## config.mk

```make
export PLATFORM = sky130hd
export DESIGN_NAME = spi_slave_packet_sender
export DESIGN_NICKNAME = d
export VERILOG_FILES = /design/src/rtl/spsp_pkg.sv /design/src/rtl/spsp_core.sv /design/src/rtl/spsp_out_buf.sv /design/src/rtl/spi_slave_packet_sender.sv
export SDC_FILE = /design/constraint.sdc
export NUM_CORES = 1
export LEC_CHECK = 0
export BUFFER_PORTS_ARGS = -buffer_cell sky130_fd_sc_hd__buf_2
export CAP_MARGIN = 25
export CORE_ASPECT_RATIO = 1.4
export CORE_MARGIN = 1
export CORE_UTILIZATION = 57
export CTS_CLUSTER_DIAMETER = 100
export CTS_CLUSTER_SIZE = 30
export DETAILED_ROUTE_END_ITERATION = 16
export GPL_TIMING_DRIVEN = 0
export PLACE_DENSITY = 0.78
export SYNTH_ARGS = -nofsm -noshare
export SYNTH_HDL_FRONTEND = slang
export SYNTH_HIERARCHICAL = 1
export SYNTH_SLANG_ARGS = --single-unit
```

## constraint.sdc

```tcl
create_clock -name clk -period 3.6 [get_ports clk]
set_input_delay 0.36 -clock clk [delete_from_list [all_inputs] [get_ports clk]]
set_output_delay 0.36 -clock clk [all_outputs]
set_load 0.005 [all_outputs]
```

## src/rtl/spsp_pkg.sv

```systemverilog
// Shared types and constants for the SPI slave packet sender.
// No dependencies; used by every module of the block.
`default_nettype none

package spsp_pkg;

    // Packet layout: four sonar bytes, one lap byte, one checksum byte
    localparam int PACKET_BYTES = 6;
    localparam int SONAR_BYTES  = 4;
    localparam int LAP_IDX      = 4;
    localparam int SUM_IDX      = 5;
    localparam int CNT_W        = 3;

    // Lap value that marks the one-entry buffer as empty
    localparam logic [7:0] EMPTY_LAP = 8'hFF;

    // Request kinds carried on the input tuser bit
    localparam logic REQ_NEW_DATA  = 1'b0;
    localparam logic REQ_BYTE_DONE = 1'b1;

    localparam int IN_DATA_W  = 48;
    localparam int OUT_DATA_W = 16;
    localparam int RESULT_W   = 11;

    typedef logic [7:0] byte_t;

    // One input transaction, unpacked
    typedef struct packed {
        logic                   req_type;
        byte_t [SONAR_BYTES-1:0] sonar;
        byte_t                  lap;
        logic                   select_idle;
    } req_t;

    // One result transaction; load_valid in the lowest bit
    typedef struct packed {
        logic  buffer_full;
        logic  data_ready;
        byte_t load_byte;
        logic  load_valid;
    } result_t;

endpackage

`default_nettype wire

```

## src/rtl/spsp_core.sv

```systemverilog
// Packet state and single-step update for the SPI slave packet sender.
// Depends on spsp_pkg; the result is registered downstream in spsp_out_buf.
`default_nettype none

module spsp_core
(
    input  wire                logic clk,
    input  wire                logic rst_n,
    input  wire                logic accept,
    input  wire spsp_pkg::req_t       req,
    output spsp_pkg::result_t         result
);

    spsp_pkg::byte_t [spsp_pkg::PACKET_BYTES-1:0] packet_reg;
    spsp_pkg::byte_t [spsp_pkg::PACKET_BYTES-1:0] packet_next;
    spsp_pkg::byte_t [spsp_pkg::SONAR_BYTES-1:0]  pend_sonar_reg;
    spsp_pkg::byte_t [spsp_pkg::SONAR_BYTES-1:0]  pend_sonar_next;
    spsp_pkg::byte_t                              pend_lap_reg;
    spsp_pkg::byte_t                              pend_lap_next;
    logic [spsp_pkg::CNT_W-1:0]                   count_reg;
    logic [spsp_pkg::CNT_W-1:0]                   count_next;
    logic                                         ready_reg;
    logic                                         ready_next;
    logic                                         wrap;
    spsp_pkg::byte_t                              byte_out;

    // Work out the next state and the result of the current transaction
    always_comb
    begin
        packet_next     = packet_reg;
        pend_sonar_next = pend_sonar_reg;
        pend_lap_next   = pend_lap_reg;
        count_next      = count_reg;
        ready_next      = ready_reg;
        byte_out        = '0;
        wrap            = (count_reg >= spsp_pkg::CNT_W'(spsp_pkg::PACKET_BYTES));

        if (req.req_type == spsp_pkg::REQ_NEW_DATA)
        begin
            if (req.select_idle)
            begin
                // Form the packet at once and hand out byte 0
                packet_next[spsp_pkg::SONAR_BYTES-1:0] = req.sonar;
                packet_next[spsp_pkg::LAP_IDX]         = req.lap;
                packet_next[spsp_pkg::SUM_IDX]         = req.sonar[0] ^ req.sonar[1]
                                                       ^ req.sonar[2] ^ req.sonar[3]
                                                       ^ req.lap;
                byte_out   = req.sonar[0];
                count_next = spsp_pkg::CNT_W'(1);
                ready_next = 1'b1;
            end
            else
            begin
                // Transfer running: overwrite the buffer
                pend_sonar_next = req.sonar;
                pend_lap_next   = req.lap;
            end
        end
        else if (wrap)
        begin
            // End of packet: load the buffered one if present, else repeat
            ready_next = 1'b0;
            count_next = spsp_pkg::CNT_W'(1);
            if (pend_lap_reg != spsp_pkg::EMPTY_LAP)
            begin
                packet_next[spsp_pkg::SONAR_BYTES-1:0] = pend_sonar_reg;
                packet_next[spsp_pkg::LAP_IDX]         = pend_lap_reg;
                packet_next[spsp_pkg::SUM_IDX]         = pend_sonar_reg[0] ^ pend_sonar_reg[1]
                                                       ^ pend_sonar_reg[2] ^ pend_sonar_reg[3]
                                                       ^ pend_lap_reg;
                pend_lap_next = spsp_pkg::EMPTY_LAP;
                ready_next    = 1'b1;
                byte_out      = pend_sonar_reg[0];
            end
            else
            begin
                byte_out = packet_reg[0];
            end
        end
        else
        begin
            // Advance to the next byte of the packet
            byte_out   = packet_reg[count_reg];
            count_next = count_reg + spsp_pkg::CNT_W'(1);
        end
    end

    // Assemble the result for the output buffer
    always_comb
    begin
        result.load_valid  = (req.req_type == spsp_pkg::REQ_BYTE_DONE) || req.select_idle;
        result.load_byte   = byte_out;
        result.data_ready  = ready_next;
        result.buffer_full = (pend_lap_next != spsp_pkg::EMPTY_LAP);
    end

    // Control state, cleared on reset
    always_ff @(posedge clk or negedge rst_n)
    begin
        if (!rst_n)
        begin
            packet_reg   <= '0;
            pend_lap_reg <= spsp_pkg::EMPTY_LAP;
            count_reg    <= '0;
            ready_reg    <= 1'b0;
        end
        else if (accept)
        begin
            packet_reg   <= packet_next;
            pend_lap_reg <= pend_lap_next;
            count_reg    <= count_next;
            ready_reg    <= ready_next;
        end
    end

    // Buffered sonar bytes: meaningful only once written
    always_ff @(posedge clk)
    begin
        if (accept)
        begin
            pend_sonar_reg <= pend_sonar_next;
        end
    end

`ifndef ASSERT_OFF
    // The byte counter never runs past the wrap value
    a_count_range: assert property (@(posedge clk) disable iff (!rst_n)
        count_reg <= spsp_pkg::CNT_W'(spsp_pkg::PACKET_BYTES))
        else $error("byte counter out of range");

    // State changes only on an accepted transaction
    a_state_hold: assert property (@(posedge clk) disable iff (!rst_n)
        !accept |=> $stable(count_reg) && $stable(ready_reg) && $stable(pend_lap_reg))
        else $error("state changed without a transaction");
`endif

endmodule

`default_nettype wire

```

## src/rtl/spsp_out_buf.sv

```systemverilog
// Two-entry output buffer (result register plus skid register).
// Depends on spsp_pkg for the result type.
`default_nettype none

module spsp_out_buf
(
    input  wire                   logic clk,
    input  wire                   logic rst_n,
    input  wire                   logic push,
    input  wire spsp_pkg::result_t      push_data,
    output logic                        can_push,
    output logic                        out_valid,
    input  wire                   logic out_ready,
    output spsp_pkg::result_t           out_data
);

    spsp_pkg::result_t main_reg;
    spsp_pkg::result_t skid_reg;
    logic              main_valid_reg;
    logic              skid_valid_reg;
    logic              pop;

    assign pop       = main_valid_reg && out_ready;
    assign can_push  = !skid_valid_reg;
    assign out_valid = main_valid_reg;
    assign out_data  = main_reg;

    // Valid flags
    always_ff @(posedge clk or negedge rst_n)
    begin
        if (!rst_n)
        begin
            main_valid_reg <= 1'b0;
            skid_valid_reg <= 1'b0;
        end
        else if (!main_valid_reg || pop)
        begin
            if (skid_valid_reg)
            begin
                skid_valid_reg <= 1'b0;
            end
            else
            begin
                main_valid_reg <= push;
            end
        end
        else if (push)
        begin
            skid_valid_reg <= 1'b1;
        end
    end

    // Payload: refill the result register, or park the transaction in the skid
    always_ff @(posedge clk)
    begin
        if (!main_valid_reg || pop)
        begin
            if (skid_valid_reg)
            begin
                main_reg <= skid_reg;
            end
            else if (push)
            begin
                main_reg <= push_data;
            end
        end
        else if (push)
        begin
            skid_reg <= push_data;
        end
    end

`ifndef ASSERT_OFF
    // The skid register is only in use behind a waiting result
    a_skid_behind_main: assert property (@(posedge clk) disable iff (!rst_n)
        skid_valid_reg |-> main_valid_reg)
        else $error("skid holds data while result register is empty");

    // A parked transaction is the next one delivered
    a_skid_order: assert property (@(posedge clk) disable iff (!rst_n)
        skid_valid_reg && pop |=> main_valid_reg && (main_reg == $past(skid_reg)))
        else $error("skid transaction not delivered next");
`endif

endmodule

`default_nettype wire

```

## src/rtl/spi_slave_packet_sender.sv

```systemverilog
// Top level of the SPI slave packet sender: stream ports and field packing.
// Depends on spsp_pkg, spsp_core and spsp_out_buf.
`default_nettype none

// Takes one transaction per clock cycle; each accepted transaction yields
// exactly one result. With the output buffer empty the result is available on
// the master side the cycle after it is accepted; otherwise it queues behind
// the waiting result. The rate is set by the single registered update step in
// spsp_core, which completes the whole packet state change in one step.
// A two-entry output buffer keeps the slave side open while one result waits
// to be taken; the slave side stalls only when both entries are full. There
// is no clearing pass after reset.
module spi_slave_packet_sender
(
    input  wire logic        clk,
    input  wire logic        rst_n,
    input  wire logic        s_axis_tvalid,
    output logic             s_axis_tready,
    // sonar_byte_0, sonar_byte_1, sonar_byte_2, sonar_byte_3, lap_byte,
    // select_idle, zero padding
    input  wire logic [47:0] s_axis_tdata,
    // req_type
    input  wire logic [0:0]  s_axis_tuser,
    output logic             m_axis_tvalid,
    input  wire logic        m_axis_tready,
    // load_valid, load_byte, data_ready, buffer_full, zero padding
    output logic [15:0]      m_axis_tdata
);

    spsp_pkg::req_t    req;
    spsp_pkg::result_t result;
    spsp_pkg::result_t out_result;
    logic              accept;

    // Unpack the input transaction
    always_comb
    begin
        req.req_type    = s_axis_tuser[0];
        req.sonar[0]    = s_axis_tdata[7:0];
        req.sonar[1]    = s_axis_tdata[15:8];
        req.sonar[2]    = s_axis_tdata[23:16];
        req.sonar[3]    = s_axis_tdata[31:24];
        req.lap         = s_axis_tdata[39:32];
        req.select_idle = s_axis_tdata[40];
    end

    assign accept = s_axis_tvalid && s_axis_tready;

    spsp_core u_core
    (
        .clk    (clk),
        .rst_n  (rst_n),
        .accept (accept),
        .req    (req),
        .result (result)
    );

    spsp_out_buf u_out_buf
    (
        .clk       (clk),
        .rst_n     (rst_n),
        .push      (accept),
        .push_data (result),
        .can_push  (s_axis_tready),
        .out_valid (m_axis_tvalid),
        .out_ready (m_axis_tready),
        .out_data  (out_result)
    );

    // Pack the result, padded to whole bytes
    assign m_axis_tdata = {(spsp_pkg::OUT_DATA_W - spsp_pkg::RESULT_W)'(0), out_result};

endmodule

`default_nettype wire
```

==> metrics.md <==
| Metric | Value |
|---|---|
| Rows | `45` |
| # DRC | `0` |
| Register-to-register setup slack | `0.98 ns` |
| Resized Gates After CTS | `0` |
| Max reg flops | `48` |
| Post-CTS Setup Bufs | `0` |
| Slew Limit Fails | `0` |
| Placed Area | `6920 um^2` |
| Hold buffers post-CTS | `0` |
| First-pass GRT wire length | `23.7 mm` |
| Synth unique cells | `47` |
| VDD IR-drop max | `0.429 mV` |
| CP cell instances | `clkbuf_1 -> inv_1 -> nor2_1 -> a22oi_1 -> a32o_1 -> mux2_2` |
| Endpoints failing setup | `0` |
| NumNets Final | `602` |
| Place WS | `0.976 ns` |
| Hold Path Class | `primary input to asynchronous set/reset pin` |
| Antenna violations before repair | `0` |
| Min Tclk post-route | `2.62 ns` |
| CTS tree | `yes` |
| DP HPWL | `10.3 mm` |
| CTS root buf | `clkbuf_16` |
| Synth area leader | `edfxtp_1` |
| Clk slew on worst S/H paths | `0.05 ns` |
| Post-synthesis register bit count | `116` |
| Final Instance Area | `7510 um^2` |
| I/O pins | `71` |
| Gp weighted congestion | `0.929` |
| Hold WS | `0.0497 ns` |
| Syn Inst Count | `465` |
| Power share of the sequential group | `38.2%` |
| Gate power share | `30.4%` |
| Peak Freq | `382 MHz` |
| Crit path capture type | `flip-flop` |
| Router iterations before antenna repair | `5` |
| Vias | `4293` |
| Clock Power Share | `31.4%` |
| Drt wl/cell | `21.9 um` |
| Avg Cell Area, Syn | `13.8 um^2` |
| WL final | `15.4 mm` |
| Clk_skew | `0.00843 ns` |
| CTS Buffer Depth | `2` |
| Power Density | `701 nW/um^2` |
| Req. time, crit path | `3.76 ns` |
| I/O Buffers | `58` |
| Hold Fails Final Rpt | `0` |
| Critical path peak fanout | `10` |
| Antenna viol nets, final | `0` |
| Die Ht | `127 um` |
| Post-synth EDFFs | `54` |
| Die X-Extent | `91.5 um` |
| Worst R2R Path Depth | `6` |
| Status | `finished clean` |
| Top-count cell post-synth | `mux2_2` |
| Final setup margin | `0.979 ns` |
| Via-to-Cell Ratio | `6.12` |
| Vias in the first global route | `4385` |
| Core Area | `10900 um^2` |
| Total CTS buffers | `17` |
| DRT iter0 DRCs | `269` |
| Total track usage | `27.9%` |
| Leakage power | `3.11 nW` |
| RSZ-0062 raised after global routing | `no` |
| CP max-delay cell | `nor2_1` |
| Slew of the pin with the lowest slew margin | `0.981 ns` |
| Yosys Warn Count | `6` |
| Max_cap viols | `0` |
| Slowest Stage Delay on Critical Path | `0.61 ns` |
| Crit path kind | `flip-flop to flip-flop` |
| N_diodes | `0` |
| Yosys top cell area share | `25.4%` |
| Period utilisation layout | `72.8%` |
| Area grow syn2layout | `17.4%` |
| Sequential area share after synthesis | `49.8%` |
| Top FF cell, synth | `edfxtp_1` |
| Slew margin rel. | `34.6%` |
| Clk sinks | `116` |
| # H-tree levels | `4` |
| Sw frac | `29.6%` |
| Share of post-route cells with drive strength above 1 | `40.8%` |
| P_int | `3.71 mW` |
| CP Data Arrival Time | `2.78 ns` |
| Synthesized area | `6400 um^2` |
| Final global-route overflow total | `0` |
| Die area | `11700 um^2` |
| Largest net degree at the start of global routing | `63` |
| Worst skew pair latency | `0.41 ns` |
| Post-synth ARST share | `53.4%` |
| Switching Power | `1.56 mW` |
| Initial Util | `58.9%` |
| Synth top cells by count | `mux2_2 (78), dfrtp_1 (54), edfxtp_1 (54)` |
| Synth top area cells | `edfxtp_1 (25%), dfrtp_1 (21%), mux2_2 (14%)` |
| Worst Setup Start Kind | `flip-flop` |
-- metal layers --
metal  GRT usage, %  up-vias  share of wire [%]
li1               -     1886                  -
met1           33.2     2163                 38
met2           46.6      197                 51
met3           5.65       47                6.1
met4           17.2        0                5.1
met5              0        -                  0
-- power groups by stage --
stage	Combinational, mW	Sequential (mW)	Clock (mW)
floorplan	1.17	1.95	0
global placement	1.52	2.00	0
detailed placement	1.57	2.02	0
CTS	1.59	2.01	1.68
global route	1.70	2.04	1.73
finish	1.60	2.01	1.65
-- logic make-up (layout without fill, tap and decap cells) --
family	count (synthesis)	count (layout)	synth area share [%]
buf+inv	43	135	3.95
mux	130	130	24.0
flops	116	116	49.8
other cells	1	5	0.0586
compound gates	65	65	6.96
xor+xnor	48	48	10.0
fa+ha+maj	1	1	0.196
simple gates	61	61	5.03
-- through the flow --
step / std cells / setup TNS [ns] / power [mW] / util, %
after CTS: 701 / 0 / 5.27 / 69.1
after global placement: 668 / -11.55 / 3.52 / 63.3
after global routing: 702 / 0 / 5.47 / 69.1
after detailed placement: 669 / 0 / 3.59 / 63.6
final: 702 / 0 / 5.26 / 69.1
after floorplan: 469 / 0 / 3.13 / -
-- critical path, delay by kind of cell (launching register included) --
kind | cells | cell delay, ns
and+or+nand+nor | 1 | 0.61
AOI/OAI and AO/OA | 2 | 0.59
muxes | 1 | 0.27
buffers and inverters | 2 | 0.53
DFF | 1 | 0.37
-- placed cells by master (no fill, tap or decap), types with 3 or more instances in the layout --
cell type,count
mux2_2,78
buf_2,64
dfrtp_1,54
edfxtp_1,54
xnor2_1,32
mux2i_1,29
mux2_4,20
clkbuf_16,17
xnor3_1,16
a21oi_1,15
buf_4,14
nand3_1,14
clkbuf_1,13
nor2_1,13
o21ai_0,13
nand2_1,10
a22oi_1,8
dfstp_2,8
o22a_1,7
clkinv_2,6
conb_1,5
inv_1,5
a21boi_0,5
nor2b_1,5
a32o_1,5
clkbuf_8,4
nand4_1,4
mux4_2,3
o2bb2ai_1,3
and2b_1,3
-- layout make-up --
class | count | area [um^2]
plain buffers | 37 | 230
clock buffers | 22 | 484
clock inverters | 10 | 105
fillers | 778 | 3350
inverters | 6 | 22.5
multi-input cells | 310 | 2980
flip-flops and latches | 116 | 3180
well taps | 141 | 176
repair buffers | 60 | 328
-- path summary, 6_finish.rpt --
| kind | start | to |
|---|---|---|
| setup reg to reg | u_core/count_reg[1]$_DFFE_PN0P_ | u_out_buf/out_data[3]$_DFFE_PP_ |
| min in group clk | s_axis_tdata[27] | u_core/pend_sonar_reg[27]$_DFFE_PP_ |
| hold reg to reg | u_core/packet_reg[18]$_DFFE_PN0P_ | u_core/packet_reg[18]$_DFFE_PN0P_ |
| hold / removal | rst_n | u_core/packet_reg[22]$_DFFE_PN0P_ |
| max in group asynchronous | rst_n | u_core/count_reg[1]$_DFFE_PN0P_ |
| setup / recovery | u_core/count_reg[1]$_DFFE_PN0P_ | u_out_buf/out_data[3]$_DFFE_PP_ |
Note: power is estimated with default switching activity, not from simulation.
